[config.mk]
export PLATFORM = sky130hd
export DESIGN_NAME = swk_root_cell
export DESIGN_NICKNAME = d
export VERILOG_FILES = /design/src/design/swk_pkg.sv /design/src/design/swk_root_cell.sv
export SDC_FILE = /design/constraint.sdc
export NUM_CORES = 1
export LEC_CHECK = 0
export BUFFER_PORTS_ARGS = -buffer_cell sky130_fd_sc_hd__buf_2
export CORE_MARGIN = 2
export CORE_UTILIZATION = 51
export DETAILED_ROUTE_END_ITERATION = 16
export PLACE_DENSITY = 0.85
export SLEW_MARGIN = 30
export SYNTH_ARGS = -nofsm -noshare
export SYNTH_HDL_FRONTEND = slang
export SYNTH_SLANG_ARGS = --single-unit
[constraint.sdc]
create_clock -name clock -period 6.6 [get_ports clock]
set_input_delay 1.32 -clock clock [delete_from_list [all_inputs] [get_ports clock]]
set_output_delay 1.32 -clock clock [all_outputs]
set_load 0.05 [all_outputs]
[src/design/swk_pkg.sv]
// Shared types, constants and the arctangent table of the swerve wheel kinematics block.
package swk_pkg;

   localparam int MAX_WHEELS = 4;
   localparam int CW = 40;
   localparam int AW = 26;
   localparam int CORDIC_CELLS = 20;
   localparam int ROOT_CELLS = 32;

   localparam logic [2:0] CSR_COM_X = 3'd0;
   localparam logic [2:0] CSR_COM_Y = 3'd1;
   localparam logic [2:0] CSR_WHEEL_COUNT = 3'd2;
   localparam logic [2:0] CSR_GEOM0 = 3'd3;
   localparam logic [2:0] CSR_GEOM1 = 3'd4;
   localparam logic [2:0] CSR_GEOM2 = 3'd5;
   localparam logic [2:0] CSR_GEOM3 = 3'd6;

   typedef struct packed {
      logic valid;
      logic signed [CW-1:0] x;
      logic signed [CW-1:0] y;
      logic signed [AW-1:0] acc;
   } cordic_type;

   typedef struct packed {
      logic valid;
      logic [63:0] rem;
      logic [63:0] root;
   } root_type;

   function automatic logic signed [AW-1:0] atan_val(input logic [4:0] idx);
      logic signed [AW-1:0] v;
      case (idx)
         5'd0: v = 26'sd2097152;
         5'd1: v = 26'sd1238021;
         5'd2: v = 26'sd654136;
         5'd3: v = 26'sd332050;
         5'd4: v = 26'sd166669;
         5'd5: v = 26'sd83416;
         5'd6: v = 26'sd41718;
         5'd7: v = 26'sd20860;
         5'd8: v = 26'sd10430;
         5'd9: v = 26'sd5215;
         5'd10: v = 26'sd2608;
         5'd11: v = 26'sd1304;
         5'd12: v = 26'sd652;
         5'd13: v = 26'sd326;
         5'd14: v = 26'sd163;
         5'd15: v = 26'sd81;
         5'd16: v = 26'sd41;
         5'd17: v = 26'sd20;
         5'd18: v = 26'sd10;
         5'd19: v = 26'sd5;
         default: v = '0;
      endcase
      return v;
   endfunction

endpackage

[src/design/swk_root_cell.sv]
// One bit step of the integer square root with its own pipeline register.
module swk_root_cell (
   input logic clock,
   input logic reset,
   input logic [4:0] stage,
   input swk_pkg::root_type din,
   output swk_pkg::root_type dout
);
   import swk_pkg::*;

   root_type res_in;
   root_type res_ff;
   logic [63:0] bitv;
   logic [64:0] trial;

   always_comb begin
      bitv = 64'd1 << (6'd62 - {stage, 1'b0});
      trial = {1'b0, din.root} + {1'b0, bitv};
      res_in.valid = din.valid;
      if ({1'b0, din.rem} >= trial) begin
         res_in.rem = din.rem - trial[63:0];
         res_in.root = (din.root >> 1) + bitv;
      end else begin
         res_in.rem = din.rem;
         res_in.root = din.root >> 1;
      end
   end

   always_ff @(posedge clock) begin
      if (reset) begin
         res_ff.valid <= 1'b0;
      end else begin
         res_ff.valid <= res_in.valid;
      end
      res_ff.rem <= res_in.rem;
      res_ff.root <= res_in.root;
   end

   assign dout = res_ff;
endmodule

[Word level (Yosys, flattened, before mapping)]
Cells that the tools add are included.
Storage, ports and cells
  flip-flop bits (word level): 129
  input bits: 136
  output and inout port bits: 129
  word-level logic and storage cells: 11
Cells by class
  add/subtract/negate cells: 4
  order comparisons: 1
  shift-type cells: 1
  multiplexer cells: 1
Operator list (count)
  2-to-1 mux 128 bit: 1
  adder 64 x 64 -> 65 bit: 1
  greater-or-equal comparator 64 x 65 -> 1 bit: 1
  adder 63 x 64 -> 64 bit: 1
  << shifter 1 x 6 -> 64 bit, first input constant: 1
  subtractor 64 bit: 1
  subtractor 6 bit, first input constant: 1

[Depth between registers and ports, before layout]
  depth after elaboration: 5
  mapped depth: 29
  gate-level depth less buffers: 25

[Worst setup path before layout]
No wires, ideal clock.
  path type: in2reg
  start: input port stage[0]
  end: register res_ff, in the netlist dout[108]
  library setup time: 0.121 ns
  data arrival time: 6.579 ns
  required time: 6.479 ns
  slack: -0.100 ns
  cell stages on the path: 27
  buffers on the path: 3
  cells stage by stage: nand3b_1 nor2_1 ha_1 a31o_2 a31oi_1 o21ai_1 a31oi_1 o31ai_1 a21oi_1 o2111ai_1 a31oi_1 o21ai_0 xnor2_1 ha_1 and3_1 and3_1 nand2_1 nor4_1 nand4_1 o221ai_1 o21ai_0 and2_1 buf_2 nor2_4 buf_6 buf_8 mux2_4
RTL lines
  start, declared: RTL line swk_root_cell.sv:5  | input logic [4:0] stage,
  end, declared: RTL line swk_root_cell.sv:12  | root_type res_ff;

==> impl_metrics.json <==
{
  "synth_warnings": 0,
  "drive_gt1_share_pct": 34.3,
  "die-width_um": 159,
  "die_y_um": 159,
  "synth_area_leader_cell": "dfxtp_1",
  "first_pass_iters": 6,
  "path_buf_inv": 4,
  "ys.flop_type": "dfxtp_1",
  "io_pins": 265,
  "grt-ovfl-total": 0,
  "rows": 56,
  "critPathMaxStageDelay_ns": 0.35,
  "min_to": "dout[128]",
  "avgSynthCellArea_um2": 8.08,
  "min_path_type": "in2reg",
  "cp_top_family": "compound AO/OA/AOI/OAI gates",
  "drtAntennaViolNets": 0,
  "gp_congestion": 1.03,
  "synth_edf_count": 0,
  "fmax_mhz": 152,
  "period_share_pct": 99.5,
  "grt_pass1_wl_um": 68500,
  "synth.cell_area_um2": 12200,
  "tightest_slew_ns": 0.962,
  "hp-start": "reset",
  "layout_min_cycle_time_ns": 6.57,
  "crit_path_max_fanout": 8,
  "root_buffer": "clkbuf_16",
  "fin_hold_ws_ns": 1.04,
  "routed_via_density": 6.17,
  "syn_inst": 1510,
  "cts.path.max_buffers": 2,
  "core-area_um2": 23500,
  "synth_top_area_share_pct": 21.2,
  "drt_iter0_drc": 1344,
  "first_global_vias": 13400,
  "layout_commonest_cell": "buf_2",
  "critical_path_required_ns": 6.92,
  "numCtsBuffers": 17,
  "stdcell_area_um2": 16500,
  "vdd_drop_max_mv": 0.146,
  "synth.yosys.seq_area_share_pct": 21.2,
  "clock_sinks": 129,
  "async_flop_share_pct": 0,
  "finalMaxSlewViolations": 0,
  "path_clk_slew_ns": 0.06,
  "placed_area_um2": 15400,
  "dp_hpwl_um": 35800,
  "dieArea_um2": 25200,
  "outcome": "finished clean",
  "wl_per_cell_um": 20.2,
  "fin_nets": 2247,
  "synth_nets": 1777,
  "setup_slack_ns": 0.0323,
  "ys_ff_latch": 129,
  "final_cell_mix": "buf_2 (264), buf_4 (228), nand2_1 (141)",
  "holdPathStages": 2,
  "grt_usage_pct": 34.9,
  "htreeDepth": 4,
  "drt-total-wl_um": 46700,
  "grt_max_degree": 42,
  "hold_viol": 0,
  "p_leak_nw": 7.47,
  "cp-end-kind": "flip-flop",
  "p_per_area_nw_per_um2": 213,
  "post-route-util_pct": 70.1,
  "drv_cap": 0,
  "pre_cts_slack_ns": -0.472,
  "relSlewSlack_pct": 35.6,
  "grt_antenna_before_repair": 6,
  "synth_area_leaders": "dfxtp_1 (21%), ha_1 (13%), xnor2_1 (7.7%)",
  "worstSetupPathType": "in2reg",
  "setup_violations": 0,
  "drc_errors": 0,
  "largest_reg_flops": 129,
  "cts_tree": "done",
  "critPathSlowestCell": "ha_1",
  "ys_types": 77,
  "port_buffers": 264,
  "vias": 14300,
  "cp.depth": 28,
  "initial_core_util_pct": 52.0,
  "area_delta_synth_final_pct": 34.9,
  "critical_path.startpoint_type": "input pin",
  "power.total_mw": 3.51,
  "worst_ep_arrival_time_ns": 6.89
}
final cells by class:
class | instances | area, µm²
tap | 319 | 399
antenna | 6 | 15.0
multi-input combinational | 1299 | 9550
clock inverter | 6 | 82.6
timing repair buffer | 503 | 3240
clock buffer | 23 | 478
fill | 1809 | 7010
inverter | 30 | 113
sequential | 129 | 2580
cells by family after synthesis:
group           synth area share, %
fa+ha+maj                      13.5
xor+xnor                       12.6
mux                            7.47
compound gates                 24.0
flops                          21.2
buf+inv                        3.02
simple gates                   18.2
worst max path at each step:
stage | startpoint | to | slack (ns)
final | stage[2] | dout[81] | 0.03
after global routing | stage[0] | dout[56] | -0.14
after CTS | stage[1] | dout[92] | 0.05
after detailed placement | stage[4] | dout[92] | -0.47
after global placement | stage[1] | dout[111] | -0.24
after floorplan | stage[0] | dout[108] | 0.02
power breakdown:
part,switching (mW),leakage (nW),internal [mW]
sequential,0.0284,1.09,0.896
combinational,1.04,6.11,0.591
clock,0.375,0.275,0.578
timing repair:
item / CTS / global route
endpoints found under the hold margin: 0 / 0
gates resized for setup: 1 / 69
pin swaps: 0 / 27
cloned: 0 / 5
buffers inserted: 0 / 11
setup endpoints to repair: 61 / 127
hold buffers: 0 / 0
stage by stage:
step           cells  TNS, ns
6_report        2315        0
5_1_grt         2313    -6.94
4_1_cts         2293        0
3_5_place_dp    2264   -41.36
3_3_place_gp    2264   -19.39
2_1_floorplan   1510        0
synthesized netlist by cell type, drive strengths merged (10+ instances only):
cell type  count
clkbuf        36
a31oi         66
a21oi        102
nand4         37
a31o          16
o21bai        20
or3           11
mux2          74
ha           130
a21o          41
nor2         112
a211oi        10
o211ai        16
nor3          23
inv           30
buf           16
nand2        144
o21ai        110
nand3         45
xor2          69
nand2b        16
xnor2        107
dfxtp        129
o31ai         13
and3          18
nor2b         21
layer usage:
layer	wire length, µm	track usage (%)	part of all wire [%]
met1	18400	43.6	39
met2	21000	56.8	45
met5	0	0	0
met3	4830	6.91	10
met4	2430	18.0	5.2
(Power assumes the default switching activity.)
