--- src/design/swk_pkg.sv ---
// Shared types, constants and the arctangent table of the swerve wheel kinematics block.
package swk_pkg;

   localparam int MAX_WHEELS = 4;
   localparam int CW = 40;
   localparam int AW = 26;
   localparam int CORDIC_CELLS = 20;
   localparam int ROOT_CELLS = 32;

   localparam logic [2:0] CSR_COM_X = 3'd0;
   localparam logic [2:0] CSR_COM_Y = 3'd1;
   localparam logic [2:0] CSR_WHEEL_COUNT = 3'd2;
   localparam logic [2:0] CSR_GEOM0 = 3'd3;
   localparam logic [2:0] CSR_GEOM1 = 3'd4;
   localparam logic [2:0] CSR_GEOM2 = 3'd5;
   localparam logic [2:0] CSR_GEOM3 = 3'd6;

   typedef struct packed {
      logic valid;
      logic signed [CW-1:0] x;
      logic signed [CW-1:0] y;
      logic signed [AW-1:0] acc;
   } cordic_type;

   typedef struct packed {
      logic valid;
      logic [63:0] rem;
      logic [63:0] root;
   } root_type;

   function automatic logic signed [AW-1:0] atan_val(input logic [4:0] idx);
      logic signed [AW-1:0] v;
      case (idx)
         5'd0: v = 26'sd2097152;
         5'd1: v = 26'sd1238021;
         5'd2: v = 26'sd654136;
         5'd3: v = 26'sd332050;
         5'd4: v = 26'sd166669;
         5'd5: v = 26'sd83416;
         5'd6: v = 26'sd41718;
         5'd7: v = 26'sd20860;
         5'd8: v = 26'sd10430;
         5'd9: v = 26'sd5215;
         5'd10: v = 26'sd2608;
         5'd11: v = 26'sd1304;
         5'd12: v = 26'sd652;
         5'd13: v = 26'sd326;
         5'd14: v = 26'sd163;
         5'd15: v = 26'sd81;
         5'd16: v = 26'sd41;
         5'd17: v = 26'sd20;
         5'd18: v = 26'sd10;
         5'd19: v = 26'sd5;
         default: v = '0;
      endcase
      return v;
   endfunction

endpackage

--- src/design/swk_cordic_cell.sv ---
// One vectoring CORDIC iteration with its own pipeline register.
module swk_cordic_cell (
   input logic clock,
   input logic reset,
   input logic [4:0] stage,
   input swk_pkg::cordic_type din,
   output swk_pkg::cordic_type dout
);
   import swk_pkg::*;

   cordic_type res_in;
   cordic_type res_ff;
   logic signed [CW-1:0] xs;
   logic signed [CW-1:0] ys;

   always_comb begin
      xs = din.x >>> stage;
      ys = din.y >>> stage;
      res_in.valid = din.valid;
      if (!din.y[CW-1]) begin
         res_in.x = din.x + ys;
         res_in.y = din.y - xs;
         res_in.acc = din.acc + atan_val(stage);
      end else begin
         res_in.x = din.x - ys;
         res_in.y = din.y + xs;
         res_in.acc = din.acc - atan_val(stage);
      end
   end

   always_ff @(posedge clock) begin
      if (reset) begin
         res_ff.valid <= 1'b0;
      end else begin
         res_ff.valid <= res_in.valid;
      end
      res_ff.x <= res_in.x;
      res_ff.y <= res_in.y;
      res_ff.acc <= res_in.acc;
   end

   assign dout = res_ff;
endmodule

--- config.mk ---
export PLATFORM = sky130hd
export DESIGN_NAME = swk_cordic_cell
export DESIGN_NICKNAME = d
export VERILOG_FILES = /design/src/design/swk_pkg.sv /design/src/design/swk_cordic_cell.sv
export SDC_FILE = /design/constraint.sdc
export NUM_CORES = 1
export LEC_CHECK = 0
export ABC_AREA = 1
export BUFFER_PORTS_ARGS = -buffer_cell sky130_fd_sc_hd__buf_2
export CORE_MARGIN = 3
export CORE_UTILIZATION = 25
export DETAILED_ROUTE_END_ITERATION = 12
export PLACE_DENSITY = 0.43
export SLEW_MARGIN = 20
export SYNTH_ARGS = -nofsm -noshare
export SYNTH_HDL_FRONTEND = slang
export SYNTH_SLANG_ARGS = --single-unit
--- constraint.sdc ---
create_clock -name clock -period 10 [get_ports clock]
set_input_delay 0 -clock clock [delete_from_list [all_inputs] [get_ports clock]]
set_output_delay 0 -clock clock [all_outputs]
set_load 0.05 [all_outputs]
# Word-level counts from Yosys, hierarchy flattened
# Memory sizes are Yosys's and may differ from the RTL's.
# Index checks and enable logic that the tools add are counted.
[totals]
regBits = 107
mem_bits_ro = 1408
input_bits = 114
output_inout_bits = 107
word_cells = 17
n_memories = 2
[op_classes]
add_sub_neg = 6
shifts = 2
mux = 3
[memory_table]
columns = ["name", "depth", "width", "read_ports", "rd_clocked_by_memory_dff", "write_ports", "line_no", "source"]
rows = [
  ["(no name shown)", 32, 22, 1, 0, 0, "swk_pkg.sv:33", "case (idx)"],
  ["(no name shown)", 32, 22, 1, 0, 0, "swk_pkg.sv:33", ""],
]
[ops]
columns = ["cell", "count"]
rows = [
  ["2-to-1 mux 106 bit", 1],
  ["adder 40 bit", 2],
  [">>> shifter 40 x 5 -> 40 bit", 2],
  ["subtractor 40 bit", 2],
  ["2-to-1 mux 26 bit", 2],
  ["adder 26 bit", 1],
  ["subtractor 26 bit", 1],
]

# Logic depth before layout (Yosys ltp)
# Gate-level depths: netlist of the first run.
# An unclocked memory read counts as a cell.
[depth]
ltp_word = 4
mapped_depth = 34
mapped_depth_nobuf = 33

# Worst setup path before layout of the first run
# No wires, ideal clock.
[synth_path]
path_kind = "input port to flip-flop"
from = "input stage[1]"
to = "register res_ff, in the netlist dout[19]"
setup_ps = 72
arrival_ps = 3490
required_time_ps = 9928
path_slack_ps = 6439
path_stages = 30
path_buffers = 3
cell_sequence = "buf_6 > inv_4 > buf_4 > ha_1 > inv_1 > nor2_1 > inv_1 > nand2_1 > nand3_1 > nand3_1 > inv_1 > ha_1 > nand3_1 > nor2_2 > a31oi_1 > xor2_1 > inv_1 > ha_1 > buf_2 > nand2_1 > nor2_1 > inv_1 > o21ai_0 > a21boi_0 > o21ai_0 > nand2_1 > nand2_1 > nand3_1 > nand2_1 > xor2_1"
[synth_rtl]
columns = ["item", "line_no", "source"]
rows = [
  ["start: declaration", "swk_cordic_cell.sv:5", "input logic [4:0] stage,"],
  ["end: declaration", "swk_cordic_cell.sv:12", "cordic_type res_ff;"],
]

==> results of run 1 <==
timing repair:
action / CTS / global route
hold buffers: 19 / 0
setup buffers: 0 / 0
hold endpoints to repair: 17 / 0
cells in the final DEF, fill, tap and decap left out, types with 7 or more instances in the layout:
master           n
buf_4           13
nand4_1         29
inv_2           27
xor2_1         109
nor3_1          22
clkbuf_16        9
a21oi_1        140
nor2_4           8
buf_2          220
nor2_2          21
a21boi_0        13
nand3_1        454
nand2_2         34
o21ai_0         69
nand2_1        885
dlygate4sd3_1   19
o21a_1           7
a31oi_1         25
o21ai_1         31
a21o_1           7
ha_1           113
xnor2_1         53
nor2_1         183
nand3b_1         8
inv_1          257
dfxtp_1        107
layout make-up:
cell class,instances,area share
Multi-Input combinational cell,2278,0.6688
Sequential cell,107,0.1189
Timing Repair Buffer,252,0.07708
Inverter,286,0.05972
Tap cell,837,0.05812
Clock buffer,9,0.01250
Clock inverter,7,0.004722
Antenna cell,1,0.0001389
final timing paths:
kind	end	slack, ns
worst max-delay path	dout[25]	4.59
worst min-delay path	dout[28]	0.02
logic make-up after synthesis:
group | share of synthesized area
AO/OA/AOI/OAI | 0.1245
XOR/XNOR | 0.08960
AND/OR/NAND/NOR | 0.4536
flip-flops | 0.1353
buffers and inverters | 0.1040
adder cells (fa/ha/maj) | 0.09307
through the flow:
stage	hold slack [ns]	area, um^2
after floorplan	0.07118	15840
after global placement	0.1536	17510
after detailed placement	0.1619	17510
after CTS	0.00003814	18010
after global routing	0.03189	18020
final	0.02344	18020
synthesized netlist by cell type (29+ instances only):
cell type and count:
o21ai_1 31, inv_1 258, xnor2_1 53, o21ai_0 69, nand4_1 29, ha_1 113, nand2_1 885, dfxtp_1 107
nand2_2 34, buf_2 39, nor2_1 184, a21oi_1 140, xor2_1 109, nand3_1 454
routing by layer:
metal | wire [um] | vias to the layer above | GRT usage
li1 | - | 9405 | -
met4 | 1883 | 0 | 0.06608
met3 | 2251 | 80 | 0.01677
met5 | 0 | - | 0
met2 | 33820 | 441 | 0.3649
met1 | 31380 | 8633 | 0.2547
power groups by stage:
stage               logic (mW)  clock network (mW)  registers, mW
CTS                       2.21               0.429          0.667
finish                    2.19               0.402          0.663
detailed placement        2.19                   0          0.673
global placement          2.21                   0          0.671
floorplan                0.953                   0           1.35
global route              2.38               0.440          0.681
==> metrics.txt, run 1 <==
status=finished clean; VDD IR max=164.2 uV; Clk pwr share=0.123; worst slew pin tran=1.018 ns; synth top area cells=nand2_1 21%, nand3_1 14%, dfxtp_1 14%; worst path bufs/invs=7; maximum clock path buffer count=2; Netlist Area Pre-Place=15840 um^2; Port Buf Inserts=220; hold wc startpoint=din[28]; area of the multi-input gates=12050 um^2; crit-path leading delay family=simple AND/OR/NAND/NOR gates; CP Data Arrival Time=5.71 ns; number of global-route vias before repair=18640; ys async rst share=0; Worst Setup End Kind=flip-flop; area share of the largest cell type after synthesis=0.2098; vias=18560; routed len/inst=18.36 um; largest net degree at the start of global routing=75; post-layout minimum cycle time=5.414 ns; Power Total=3.260 mW; crit path from=stage[0]; final wirelength=69330 um; power per cell area=181.0 nW/um^2; grt ovf=0; Top FF cell, synth=dfxtp_1; CTS root buf=clkbuf_16; HP Class=primary input to flip-flop; Setup WS post-layout=4.586 ns; sequential cell area=2142 um^2; slowest CP cell=o221ai_1; fill cell count=7296; Vias/cell=4.914; Die Height=257.7 um; max-slew violations=0; Static Leak=9.337 nW; biggest area consumer among synthesized cells=nand2_1; die area=66400 um^2; Combinational Power Share=0.673; DIE WIDTH=257.7 um; DRC=0; worst path required time=10.30 ns; Cells after DPL=3741; fin cells=3777; area of the core=62170 um^2; post-synthesis sequential area ratio=0.1353; CTS tree=built; Slew HR=0.3207; # setup viols final=0; total track usage=0.2028; antenna violations before repair=1; Final Cycle Share=0.5414; Clock H-tree levels=3; # resized after CTS=0; 1st-pass router iterations=6; CP Launch Type=primary input; Mapped Avg Cell Area=5.713 um^2; Num CTS Buffers=9; fmax=184.7 MHz; Synth Register Bits=107; hold path cells=3; final core utilization=0.2898; DP HPWL=58640 um; syn_nets=3002; WS Path Type=primary input to flip-flop; I/O Pins=221; Clock transition at path regs=0.08 ns; Hold Vio Cnt, Final=0; Max Cap Viol=0; effective utilization at floorplan=0.2547; Post-synth EDFFs=0; max reg flops=107; nets=3164; row count=91; layout cells sized above 1=0.1208; Flop pwr share=0.203; worst slack at placement=4.200 ns; CP Max Fanout=54; internal power=1.384 mW; slowest stage delay, CP=0.59 ns; Critical Path Most Common Cell=nand2_1; unrepaired setup endpoints after global routing=false; first-pass GRT wire length=105200 um; Psw=1.876 mW; placer congestion estimate=0.9256; CTS Sinks=107; Gate Count Post-Synth=2772; sw frac=0.5755; Setup TNS=0 ns; 1st-iter DRT viols=1234; Post-DRT Antenna Nets=0; Distinct cells, synth=54; Area Growth Syn to Fin=13.77%; Synth warnings=0; Crit path depth=25
No activity file was read; power rests on OpenSTA's default activity.
==> run 2, diff against run 1 <==
==> constraint.sdc (replaced) <==
create_clock -name clock -period 5.1 [get_ports clock]
set_input_delay 0 -clock clock [delete_from_list [all_inputs] [get_ports clock]]
set_output_delay 0 -clock clock [all_outputs]
set_load 0.05 [all_outputs]
==> run 2 against run 1 <==
Compared with the run above:
- via count is 0.98% higher
- flip-flop and latch count stayed put
- combinational power increased by 99%
- sequential power is 96% higher
- critical path depth decreased by 5
- clock power grew 92%
- critical path type unchanged
- largest power group unchanged
- highest routed layer unchanged
==> metrics.txt, run 2 (synthesis gave the netlist of run 1 again) <==
commonest non-fill, non-tap cells in the layout=885 x nand2_1, 454 x nand3_1, 257 x inv_1; Combinational Power Share=0.677; DRC=0; layout cells sized above 1=0.1292; CTS Sinks=107; row count=91; max-slew violations=0; Post-DRT Antenna Nets=0; status=finished clean; largest net degree at the start of global routing=62; worst slew pin tran=0.8258 ns; crit-path leading delay family=simple AND/OR/NAND/NOR gates; Clock transition at path regs=0.08 ns; Setup WS post-layout=0.5282 ns; worst path required time=5.40 ns; sw frac=0.5733; first-pass GRT wire length=106900 um; Clock H-tree levels=3; CTS tree=built; crit path from=stage[3]; Num CTS Buffers=9; Worst Hold End=dout[2]; ant diodes=0; postcts setup bufs=0; CTS root buf=clkbuf_16; Port Buf Inserts=220; unrepaired setup endpoints after global routing=false; I/O Pins=221; # setup viols final=0; DIE WIDTH=257.7 um; Setup TNS=0 ns; worst hold slack=0.02903 ns; HP Class=primary input to flip-flop; routed len/inst=18.56 um; Worst Setup End Kind=flip-flop; worst slack at placement=0.2046 ns; CP Launch Type=primary input; commonest non-fill, non-tap cell in the layout=nand2_1; fin cells=3801; area of the core=62170 um^2; Hold Vio Cnt, Final=0; Final Cycle Share=0.8964; Psw=3.679 mW; max reg flops=107; power per cell area=351.3 nW/um^2; maximum clock path buffer count=2; Max Cap Viol=0; antenna violations before repair=0; placer congestion estimate=0.9704; CP Max Fanout=38; crit-path cells=buf_2, inv_2, nand2_1, o221ai_2, nand2_1, nor2_2, nand4_1, nand2_1, xor2_1, inv_1, ha_1, nand2_1, nor4_1, nand3_1, nand3_1, a21oi_1, nor2_1, nor2_1, xor2_1, dlygate4sd3_1; nets=3189; final wirelength=70530 um; slowest CP cell=inv_2; Critical Path Most Common Cell=nand2_1; Design Area, Final=18270 um^2; slowest stage delay, CP=0.58 ns; Area Growth Syn to Fin=15.37%; die area=66400 um^2; VDD IR max=282.1 uV; 1st-iter DRT viols=1175; internal power=2.738 mW; Static Leak=9.486 nW; DP HPWL=59790 um; CP Data Arrival Time=4.87 ns; hold wc startpoint=din[2]; effective utilization at floorplan=0.2547; Flop pwr share=0.202; Vias/cell=4.931; post-layout minimum cycle time=4.572 ns; Slew HR=0.4487; fmax=218.7 MHz; vias=18740; hold path cells=3; total track usage=0.2068; Clk pwr share=0.120; number of global-route vias before repair=18370; Cells after DPL=3768; Cell Area, Placed=17790 um^2; Die Height=257.7 um; 1st-pass router iterations=5; grt ovf=0; worst path bufs/invs=4; WS Path Type=primary input to flip-flop
run 2: cell count changes in the layout (fill, tap and decap cells not counted), sizes merged:
cell,previous run,this run
buf,233,260
clkinv,3,4
diode,1,0
dlygate4sd3,19,17
inv,287,286
run 2: area by class of cell:
class / count / area (um^2)
multi-input cells: 2278 / 12060
flip-flops and latches: 107 / 2142
repair buffers: 277 / 1647
fillers: 7248 / 43900
well taps: 837 / 1047
inverters: 286 / 1076
clock inverters: 7 / 76.32
clock buffers: 9 / 225.2
run 2: per-stage QoR:
stage	util	total power [mW]
final	0.2939	6.418
after CTS	0.2938	6.489
after detailed placement	0.2862	5.650
after global routing	0.2939	6.886
after global placement	0.2862	5.677
after floorplan	-	4.506
run 2: tightest hold or removal path, cell delays in order:
cell    delay [ns]
buf_2         0.09
ha_1          0.20
xor2_1        0.09
run 2: how the worst max path moves through the flow:
stage          endpoint  slack, ns  cells after the start
6_report       dout[25]       0.53                     20
2_1_floorplan  dout[19]       1.54                     30
3_5_place_dp   dout[22]       0.20                     19
5_1_grt        dout[25]       0.21                     23
3_3_place_gp   dout[24]       0.28                     19
4_1_cts        dout[25]       0.34                     20
run 2: repair_timing:
item | CTS | global route
setup endpoints to repair | 0 | 1
resized for setup | 0 | 1
hold buffers | 17 | 0
endpoints found under the hold margin | 15 | 0
run 2: metal layers:
layer | share of wire | wire length (um) | global-route usage
met1 | 0.45 | 31980 | 0.2683
met2 | 0.47 | 33160 | 0.3511
met3 | 0.042 | 2965 | 0.02236
met5 | 0 | 0 | 0
met4 | 0.034 | 2417 | 0.08065
run 2: power by group through the flow:
stage                     logic (mW)  registers, mW  clock network, mW
after floorplan                 1.87           2.64                  0
after global placement          4.36           1.32                  0
after detailed placement        4.33           1.32                  0
after CTS                       4.36           1.31              0.817
after global routing            4.70           1.34              0.842
final                           4.35           1.30              0.773
